File: config.mk
export PLATFORM = sky130hd
export DESIGN_NAME = rmq_front
export DESIGN_NICKNAME = d
export VERILOG_FILES = /design/src/rtl/core/rmq_pkg.sv /design/src/rtl/core/rmq_front.sv
export SDC_FILE = /design/constraint.sdc
export NUM_CORES = 2
export LEC_CHECK = 0
export BUFFER_PORTS_ARGS = -buffer_cell sky130_fd_sc_hd__buf_4
export CORE_UTILIZATION = 30
export CTS_CLUSTER_SIZE = 25
export DETAILED_ROUTE_END_ITERATION = 8
export PLACE_DENSITY_LB_ADDON = 0.05
export SLEW_MARGIN = 20
export SYNTH_ARGS = -nofsm -noshare
export SYNTH_HDL_FRONTEND = slang
export SYNTH_SLANG_ARGS = --single-unit
File: constraint.sdc
create_clock -name clock -period 14.1 [get_ports clock]
set_input_delay 1.41 -clock clock [delete_from_list [all_inputs] [get_ports clock]]
set_output_delay 1.41 -clock clock [all_outputs]
set_load 0.03 [all_outputs]
File: src/rtl/core/rmq_pkg.sv
package rmq_pkg;

   localparam int FRAC_BITS = 16;
   localparam int FIELD_W   = 18;

   // Magnitude of one raw quaternion term (root argument or off-diagonal term).
   localparam int MAGW = ((FRAC_BITS > FIELD_W) ? FRAC_BITS : FIELD_W) + 2;
   localparam int VW   = MAGW + 1;
   localparam int SUMW = 2 * MAGW + 2;
   localparam int NRB  = SUMW / 2;
   localparam int NUMW = MAGW + FRAC_BITS + 1;
   localparam int QW   = FRAC_BITS + 1;
   localparam int CW   = ((QW > FIELD_W) ? QW : FIELD_W) + 1;

   localparam int REQ_W = ((9 * FIELD_W + 7) / 8) * 8;
   localparam int RSP_W = ((4 * FIELD_W + 7) / 8) * 8;

   localparam int ONE_INT     = 1 << FRAC_BITS;
   localparam int POS_MAX_INT = (1 << (FIELD_W - 1)) - 1;
   localparam int NEG_MAG_INT = 1 << (FIELD_W - 1);

   localparam logic [FIELD_W-1:0] W_DEG =
      FIELD_W'((ONE_INT > POS_MAX_INT) ? POS_MAX_INT : ONE_INT);
   localparam logic signed [VW-1:0] ONE_V = VW'(ONE_INT);
   localparam logic [CW-1:0] POS_MAX_C = CW'(POS_MAX_INT);
   localparam logic [CW-1:0] NEG_MAG_C = CW'(NEG_MAG_INT);

   typedef struct packed {
      logic [3:0]           neg;
      logic [3:0][MAGW-1:0] mag;
      logic                 degen;
   } vec_type;

   typedef struct packed {
      vec_type         vec;
      logic [SUMW-1:0] sum;
   } sq_type;

   typedef struct packed {
      vec_type        vec;
      logic [NRB-1:0] root;
   } root_type;

   typedef struct packed {
      logic [3:0][FIELD_W-1:0] quat;
      logic                    degen;
   } quat_type;

endpackage

File: src/rtl/core/rmq_front.sv
module rmq_front
   import rmq_pkg::*;
(
   input  logic                       clock,
   input  logic                       reset,
   input  logic                       in_valid,
   output logic                       in_ready,
   input  logic [8:0][FIELD_W-1:0]    in_mat,
   output logic                       out_valid,
   input  logic                       out_ready,
   output sq_type                     out_data
);

   logic    v1_ff, v2_ff, v3_ff;
   logic    en1, en2, en3;
   vec_type vec1_ff, vec1_in;
   vec_type vec2_ff;
   logic [3:0][2*MAGW-1:0] sq2_ff, sq2_in;
   sq_type  d3_ff, d3_in;

   logic signed [VW-1:0] m [9];
   logic signed [VW-1:0] vv [4];
   logic signed [VW-1:0] trace, arg, a;

   assign en3      = !v3_ff || out_ready;
   assign en2      = !v2_ff || en3;
   assign en1      = !v1_ff || en2;
   assign in_ready = en1;

   // Branch select and raw vector; the vector (w, x, y, z), holding arg in the
   // chosen lane, points along the quaternion, so no root of arg is needed here.
   always_comb begin
      for (int i = 0; i < 9; i++) begin
         m[i] = {{(VW-FIELD_W){in_mat[i][FIELD_W-1]}}, in_mat[i]};
      end
      trace = m[0] + m[4] + m[8];
      if (trace > 0) begin
         arg   = trace + ONE_V;
         vv[0] = arg;
         vv[1] = m[5] - m[7];
         vv[2] = m[6] - m[2];
         vv[3] = m[1] - m[3];
      end else if (m[0] > m[4] && m[0] > m[8]) begin
         arg   = ONE_V + m[0] - m[4] - m[8];
         vv[0] = m[5] - m[7];
         vv[1] = arg;
         vv[2] = m[3] + m[1];
         vv[3] = m[6] + m[2];
      end else if (m[4] > m[8]) begin
         arg   = ONE_V + m[4] - m[0] - m[8];
         vv[0] = m[6] - m[2];
         vv[1] = m[3] + m[1];
         vv[2] = arg;
         vv[3] = m[7] + m[5];
      end else begin
         arg   = ONE_V + m[8] - m[0] - m[4];
         vv[0] = m[1] - m[3];
         vv[1] = m[6] + m[2];
         vv[2] = m[7] + m[5];
         vv[3] = arg;
      end
      vec1_in.degen = arg[VW-1] || (arg == '0);
      for (int i = 0; i < 4; i++) begin
         vec1_in.neg[i] = vv[i][VW-1];
         a = vv[i][VW-1] ? -vv[i] : vv[i];
         vec1_in.mag[i] = a[MAGW-1:0];
      end
   end

   always_comb begin
      for (int i = 0; i < 4; i++) begin
         sq2_in[i] = vec1_ff.mag[i] * vec1_ff.mag[i];
      end
      d3_in.vec = vec2_ff;
      d3_in.sum = SUMW'(sq2_ff[0]) + SUMW'(sq2_ff[1]) + SUMW'(sq2_ff[2]) + SUMW'(sq2_ff[3]);
   end

   always_ff @(posedge clock) begin
      if (reset) begin
         v1_ff <= 1'b0;
         v2_ff <= 1'b0;
         v3_ff <= 1'b0;
      end else begin
         if (en1) v1_ff <= in_valid;
         if (en2) v2_ff <= v1_ff;
         if (en3) v3_ff <= v2_ff;
      end
   end

   always_ff @(posedge clock) begin
      if (en1) vec1_ff <= vec1_in;
      if (en2) begin
         vec2_ff <= vec1_ff;
         sq2_ff  <= sq2_in;
      end
      if (en3) d3_ff <= d3_in;
   end

   assign out_valid = v3_ff;
   assign out_data  = d3_ff;

endmodule

==> metrics.yaml <==
status: "completed"
die_h_microns: 520
reg2reg_from: "vec1_ff[67]$_DFFE_PP_"
cts_buffers: 60
overflow: 0
synth-xor-area-share_pct: 4.69
antenna_found_initial: 13
core_sq_um: 266000
ys_types: 98
postSynthCellCount: 8240
hold_buffers: 0
final_hold_viol_count: 0
synth.mux.area_fraction_pct: 0.982
r2r-end: "sq2_ff[159]$_DFFE_PP_"
slew_viol_final: 0
synth-adder-area-share_pct: 47.1
drc: 0
fin_crit_sh_pct: 61.8
grt.total_usage_pct: 21.3
cts_tree: "done"
routabilityCongestion: 0.928
clk_pin_slew_ns: 0.07
wl_met2_microns: 142000
endpoint_kind: "flop"
cp-start-kind: "flop"
yosys.area_share.simple_pct: 11.2
cts_setup_buffers: 0
wl_met3_microns: 8630
die_w_microns: 520
cp-endpoint: "sq2_ff[159]$_DFFE_PP_"
nets: 10900
design_area_sq_um: 89100
maxCapViolations: 0
netlist.top_cell.by_area: "fa_1"
min_path_type: "reg2reg"
die_area_sq_um: 271000
fin_hold_ws_ns: 0.416
synth_compound_area_share_pct: 10.2
ys.flop_type: "edfxtp_1"
final.setup.tns_ns: 0
htreeDepth: 2
rsz0062_at_grt: "false"
worst_r2r_path_depth: 24
clk_path_buf_depth: 3
grt_max_degree: 92
grt_pass1_vias: 62600
setup.worst_path.start: "vec1_ff[67]$_DFFE_PP_"
final_cell_mix: "1663 x inv_1, 1271 x fa_1, 993 x ha_1"
synth_warnings: 0
antenna_left: 0
crit_type: "reg2reg"
vias: 58000
synth_top_area_share_pct: 31.6
io_pins: 295
cp.arrival_ns: 9.22
cp.required_ns: 14.61
routed.top_layer: "met4"
rows: 189
viasPerCell: 4.82
slew_headroom_pct: 19.1
synth-seq-cells: 452
fmax_mhz: 115
cts_resized: 0
clk_latency_ns: 0.77
grt_pass1_wl_microns: 424000
synth_top_family_by_area: "adder cells"
final_common_cell: "inv_1"
drive_gt1_share_pct: 7.40
path_cells: "inv_1, nor2_1, fa_1, inv_1, fa_1, fa_1, inv_1, fa_1, fa_1, fa_1, fa_1, ha_1, a2111oi_0, a21oi_1, o21ai_0, nor2_1, o22ai_1, a211oi_1, o21a_1, o21ai_0, a21oi_1, a211o_1, o31ai_1, xnor2_1"
syn_area_sq_um: 80500
path_max_fanout: 19
syn_to_final_growth_pct: 10.6
cp_slowest_stage_delay_ns: 0.98
utilization_pct: 33.5
drt_iter0_drc: 3137
synth_edf_count: 449
finalClockSkew_ns: 0.0671
clkSinkCount: 452
fillers: 27500
synthArstFlopShare_pct: 0
wl_microns: 287000
drt-wirelength-per-cell_microns: 23.9
postSynthAreaPerCell_sq_um: 9.77
setup_violations: 0
hpwl_microns: 240000
placed_cell_area_sq_um: 86900
rrSetupSlack_ns: 5.39
wl_met1_microns: 128000
yosysSeqAreaShare_pct: 16.8
crit_top_cell: "fa_1"
first_pass_iters: 5
cp_slowest_cell: "edfxtp_1"
portBuffers: 294
root_buffer: "clkbuf_16"
synthTopCellsByArea: "fa_1 32%, edfxtp_1 17%, ha_1 15%"
period_needed_ns: 8.71
start_util_pct: 30.3
tightest_slew_ns: 1.18
==> logic make-up (layout without fill, tap and decap cells) <==
| group | after synthesis | in the layout |
|---|---|---|
| fa+ha+maj | 2267 | 2267 |
| other cells | 2 | 5 |
| mux | 76 | 76 |
| compound gates | 1248 | 1248 |
| flops | 452 | 452 |
| xor+xnor | 431 | 431 |
| buf+inv | 1922 | 2171 |
| simple gates | 1842 | 1842 |
==> stage by stage <==
step / std cells / worst slack (ns)
6_report: 12000 / 5.39
5_1_grt: 12000 / 4.89
4_1_cts: 12000 / 5.43
3_5_place_dp: 11900 / 5.46
3_3_place_gp: 11900 / 5.47
2_1_floorplan: 8241 / 6.56
==> sequential cells by signal (all words and copies together) (netlist names) <==
name,cells
d3_in,85
out_data,127
v1_ff,1
sq2_ff,152
vec1_ff,85
out_valid,1
v2_ff,1
==> worst min-delay path by stage <==
stage | start | to | slack [ns] | cells past startpoint
3_5_place_dp | d3_in[102]$_DFFE_PP_ | out_data[102]$_DFFE_PP_ | 0.40 | 0
6_report | d3_in[90]$_DFFE_PP_ | out_data[90]$_DFFE_PP_ | 0.42 | 0
5_1_grt | d3_in[70]$_DFFE_PP_ | out_data[70]$_DFFE_PP_ | 0.42 | 0
3_3_place_gp | d3_in[90]$_DFFE_PP_ | out_data[90]$_DFFE_PP_ | 0.40 | 0
2_1_floorplan | vec1_ff[81]$_DFFE_PP_ | d3_in[123]$_DFFE_PP_ | 0.40 | 0
4_1_cts | d3_in[90]$_DFFE_PP_ | out_data[90]$_DFFE_PP_ | 0.41 | 0
==> final cells by class <==
cell class	count	area, sq um	share of cell area, %
clock buffers	68	1570	1.76
multi-input cells	5867	59800	67.1
repair buffers	395	2980	3.35
diodes	2	5.00	0.00562
flip-flops and latches	452	13500	15.2
clock inverters	43	542	0.608
inverters	1665	6260	7.03
well taps	3533	4420	4.96
==> critical path, delay by kind of cell, from the launching register on <==
family / cells / cell delay [ns]
fa+ha+maj: 8 / 3.65
xor+xnor: 1 / 0.11
simple gates: 2 / 0.44
flops: 1 / 0.98
compound gates: 10 / 2.78
buf+inv: 3 / 0.47
==> cell usage after synthesis, types with 11 or more instances <==
cell / instances
a2111oi_0: 16
a211o_1: 23
a211oi_1: 64
a21boi_0: 17
a21o_1: 110
a21oi_1: 348
a31o_2: 25
a31oi_1: 50
and2_1: 296
and3_1: 30
buf_2: 30
clkbuf_1: 212
edfxtp_1: 449
fa_1: 1271
ha_1: 993
inv_1: 1665
mux2_2: 24
mux2i_1: 52
nand2_1: 640
nand2b_1: 47
nand3_1: 78
nand3b_1: 13
nand4_1: 31
nor2_1: 355
nor2b_1: 76
nor3_1: 101
nor3b_1: 16
nor4_1: 25
nor4b_1: 11
o2111ai_1: 11
o211ai_1: 41
o21a_1: 62
o21ai_0: 233
o21bai_1: 52
o22ai_1: 13
o31a_1: 18
o31ai_1: 35
or2_2: 39
or3_1: 33
or4_1: 13
xnor2_1: 289
xor2_1: 142
==> layer usage <==
| layer | GRT usage, % | vias up |
|---|---|---|
| li1 | - | 27000 |
| met1 | 27.8 | 29600 |
| met2 | 37.4 | 1075 |
| met3 | 1.84 | 239 |
| met4 | 5.82 | 0 |
| met5 | 0 | - |
Power is not shown: default switching activity piles up to over one toggle a cycle in this logic, so the estimate is an artifact.
